<file path="src/rtl/core/sedq_ram.sv">
module sedq_ram #(
  parameter int WIDTH = 8,
  parameter int DEPTH = 32
) (
  input  logic                                      clk,
  input  logic                                      we,
  input  logic [(DEPTH > 1 ? $clog2(DEPTH) : 1)-1:0] waddr,
  input  logic [WIDTH-1:0]                          wdata,
  input  logic                                      re,
  input  logic [(DEPTH > 1 ? $clog2(DEPTH) : 1)-1:0] raddr,
  output logic [WIDTH-1:0]                          rdata
);

  logic [WIDTH-1:0] mem [DEPTH];

  always_ff @(posedge clk) begin
    if (we) begin
      mem[waddr] <= wdata;
    end
    if (re) begin
      rdata <= mem[raddr];
    end
  end

endmodule

</file>
<file path="config.mk">
export PLATFORM = sky130hd
export DESIGN_NAME = sedq_ram
export DESIGN_NICKNAME = d
export VERILOG_FILES = /design/src/rtl/core/sedq_ram.sv
export SDC_FILE = /design/constraint.sdc
export NUM_CORES = 1
export LEC_CHECK = 0
export BUFFER_PORTS_ARGS = -buffer_cell sky130_fd_sc_hd__buf_2
export CAP_MARGIN = 30
export CORE_MARGIN = 2
export CORE_UTILIZATION = 25
export CTS_CLUSTER_SIZE = 24
export DETAILED_ROUTE_END_ITERATION = 10
export PLACE_DENSITY = 0.36
export SYNTH_ARGS = -nofsm -noshare
export SYNTH_HDL_FRONTEND = slang
export SYNTH_SLANG_ARGS = --single-unit
</file>
<file path="constraint.sdc">
create_clock -name clk -period 2.2 [get_ports clk]
set_input_delay 0.33 -clock clk [delete_from_list [all_inputs] [get_ports clk]]
set_output_delay 0.33 -clock clk [all_outputs]
set_load 0.005 [all_outputs]
</file>
== Yosys cells after proc, flatten, opt, wreduce, memory -nomap -nowiden ==
Memory sizes are Yosys's and may differ from the RTL's. A register that Yosys moved wholly into a read port is not among the register bits.
Index checks and enable logic that the tools add are counted.

* Mux-type cells: 2

{| class="wikitable"
|+ Operators with widths
! cell !! count
|-
| $mux 1 || 2
|}

* Flip-flop bits (word level): 0
* RAM bits: 256
* Bits of input ports: 21
* Output and inout port bits: 8
* Logic and storage cells: 3
* Memories: 1

{| class="wikitable"
|+ Memories
! memory !! words !! width !! read ports !! clocked after memory_dff !! write ports !! line !! source
|-
| mem || 32 || 8 || 1 || 1 || 1 || 14 || <nowiki>logic [WIDTH-1:0] mem [DEPTH];</nowiki>
|}

== Longest topological paths before layout ==
* Word-level depth: 2
* Mapped depth: 5
* Mapped depth without buffers: 3

== Worst setup path before layout ==
OpenSTA, ideal clock, no wires.

* Path kind: input-to-reg
* Start: input raddr[2] in the netlist's numbering
* End: register rdata[0], read port of mem (data pin)
* Setup time: 0.260 ns
* Arrival: 2.012 ns
* Required time: 1.940 ns
* Slack: -0.072 ns
* Cell stages on the path: 5
* Buffers on the path: 2
* Path through: clkbuf_1 clkbuf_1 mux4_2 mux4_2 mux2_2

{| class="wikitable"
|+ RTL lines
! item !! line !! source
|-
| from (decl) || 10 || <nowiki>input logic [(DEPTH > 1 ? $clog2(DEPTH) : 1)-1:0] raddr,</nowiki>
|-
| to (decl) || 11 || <nowiki>output logic [WIDTH-1:0] rdata</nowiki>
|}

==> results.cfg <==
[synthesis]
postSynthNetCount = 438
mapped_avg_cell_area_um2 = 24.30
yosys.area.top_type = sky130_fd_sc_hd__edfxtp_1
synth-seq-cells = 264
synthesis.instances = 417
synth_area_leaders = sky130_fd_sc_hd__edfxtp_1 78%, sky130_fd_sc_hd__mux4_2 18%, sky130_fd_sc_hd__nor2_1 1.2%
synth.distinct_cells = 14
synth.cell_area_um2 = 10130
synth_top_area_share = 0.7823
ys_seq_area_frac = 0.7823
ys_warns = 0

[placement]
dp_hpwl_mm = 15.69
finalWeightedCongestion = 0.7109
detailed_place.area_um2 = 11260
dp_slack_ns = -0.3874
place.detailed.instances = 995
port_buffers = 28

[power]
powerDensity_nw_per_um2 = 908.6
p_leak_nw = 3.826
vdd_ir_drop_max_mv = 0.4821

[timing]
final_period_minus_worst_setup_slack_ns = 2.006
hold_viol_final = 0
min_period_over_period = 0.9118
slew_viol_final = 0
largest_clock_skew_in_the_final_design_ns = 0.02071
final_critical_path_setup_slack_ns = 0.1941
rsz0062_at_grt = no
worst_pin_slew_ns = 0.6912
setup-violations-final = 0
finalSetupTns_ns = 0
fmax_mhz = 498.5
slew_headroom = 0.5392

[die]
ioPinCount = 29
floorplan.die_area_um2 = 42160
die_w_um = 205.3
die_outline_height_um = 205.3
initial_utilization = 0.2539
design.core.area_um2 = 39910
rows = 73

[grt]
grt_pass1_wl_mm = 36.08
global_route.overflow_total = 0
grt_pass1_vias = 4928
grt.total_usage = 0.1201
number_of_antenna_violations_at_the_first_check_in_global_routing = 3
grt_max_degree = 33

[status]
run_status = finished, final reports clean

[cells_and_area]
nNetsFinal = 522
final_cells = 1047
most-common-layout-cells = 264 x sky130_fd_sc_hd__edfxtp_1, 80 x sky130_fd_sc_hd__mux4_2, 38 x sky130_fd_sc_hd__buf_4
mostFrequentLayoutCell = sky130_fd_sc_hd__edfxtp_1
synthToLayoutAreaGrowth_pct = 20.64
antennaDiodeCount = 0
post_route_cells_drive_above_1_share = 0.3927
postLayoutCellArea_um2 = 12230

[clock_network]
tritoncts = built
post_cts.resized_instances = 0
ctsHoldBuffers = 0
clk_pin_slew_ns = 0.06
postCtsSetupRepairBufs = 0
cts_made_buffers = 29
cts_max_path_buffers = 3
clkSinkCount = 264
clkLatencyLatePin_ns = 0.55
cts.root.buffer_cell = sky130_fd_sc_hd__clkbuf_16
htree_num_levels = 1

[critical_path]
worst-r2r-cell-count = 3
path_buf_inv = 0
worstPathCellList = mux4_2 > mux4_2 > mux2_2
worst-path-max-fanout = 1
cp_common_cell = sky130_fd_sc_hd__mux4_2
crit_required_ns = 2.49
crit_path_max_incr_delay_ns = 0.56
cp_slowest_cell = sky130_fd_sc_hd__mux4_2
critical_path.top_delay_family = multiplexers
worst_setup_path_end_kind = register
instance_count_on_the_critical_path = 3
crit_arrival_ns = 2.29
worstSetupPathType = register to register
critPathLaunchType = register

[drt]
average_wire_per_cell_in_the_routed_design_um = 23.36
detail_route.drc_violations = 0
drtAntennaViolNets = 0
firstDrtPassIters = 4
drt-vias-per-instance = 4.378
drt_iter0_drc = 329
route.final.wire_length_mm = 24.46
detailroute.via_count = 4584

[run]
timing.max_cap.violations = 0

[hold_path]
worstHoldPathType = input port to register
hold-path-cell-count = 1
[cell families after synthesis]
logic type    share of synthesized area
flops                            0.7823
simple gates                    0.02050
buf+inv                         0.01049
mux                              0.1867
[cell type report]
| type | instances | area, um^2 |
|---|---|---|
| Timing Repair Buffer | 73 | 580.6 |
| Fill cell | 3795 | 27690 |
| Sequential cell | 264 | 7928 |
| Clock buffer | 33 | 740.7 |
| Multi-Input combinational cell | 133 | 2100 |
| Clock inverter | 19 | 220.2 |
| Tap cell | 525 | 656.9 |
[worst register-to-register path, stage by stage (launching register included)]
cell and delay, ns:
sky130_fd_sc_hd__edfxtp_1 0.36, sky130_fd_sc_hd__mux4_2 0.53, sky130_fd_sc_hd__mux4_2 0.56, sky130_fd_sc_hd__mux2_2 0.30
[cell usage after synthesis]
master	count
sky130_fd_sc_hd__mux4_2	80
sky130_fd_sc_hd__or3b_2	3
sky130_fd_sc_hd__buf_4	6
sky130_fd_sc_hd__nor2_1	33
sky130_fd_sc_hd__buf_6	1
sky130_fd_sc_hd__nand3b_1	5
sky130_fd_sc_hd__clkbuf_1	6
sky130_fd_sc_hd__buf_2	1
sky130_fd_sc_hd__nand2_1	1
sky130_fd_sc_hd__edfxtp_1	264
sky130_fd_sc_hd__buf_1	6
sky130_fd_sc_hd__or3_1	1
sky130_fd_sc_hd__nand3_1	2
sky130_fd_sc_hd__mux2_2	8
[per-stage QoR]
stage | total power, W | util | hold WS, ns
after floorplan | 0.006034 | - | 0.4289
after global placement | 0.006336 | 0.2822 | 0.7282
after detailed placement | 0.006343 | 0.2822 | 0.7320
after CTS | 0.01130 | 0.3063 | 0.1444
after global routing | 0.01150 | 0.3063 | 0.1642
final | 0.01111 | 0.3063 | 0.1824
[sequential cells by signal, indices dropped and copies added, names as in the netlist]
name / count
mem: 256
rdata: 8
[path summary, 6_finish.rpt]
path	from	to	slack (ns)
worst max-delay path	mem[31][5]$_DFFE_PP_	rdata[5]$_DFFE_PP_	0.19
worst min-delay path	re	rdata[6]$_DFFE_PP_	0.18
worst max register to register	mem[31][5]$_DFFE_PP_	rdata[5]$_DFFE_PP_	0.19
worst min register to register	mem[15][2]$_DFFE_PP_	rdata[2]$_DFFE_PP_	0.98
[report_power, final]
part	internal, W	total [W]	switching (W)
Combinational	0.000254	0.000575	0.000321
Sequential	0.00562	0.00564	0.0000225
Clock	0.00298	0.00489	0.00191
Total	0.00885	0.0111	0.00226
[layer usage]
layer  global-route usage  part of all wire  wire length, um  vias to the layer above
li1                     -                 -                -                     1952
met1               0.1755              0.48            11680                     2497
met2               0.1880              0.46            11290                      107
met3              0.01932             0.046             1114                       26
met4              0.02775             0.015              361                        2
met5                    0           0.00053               13                        -
(Power assumes the default switching activity.)
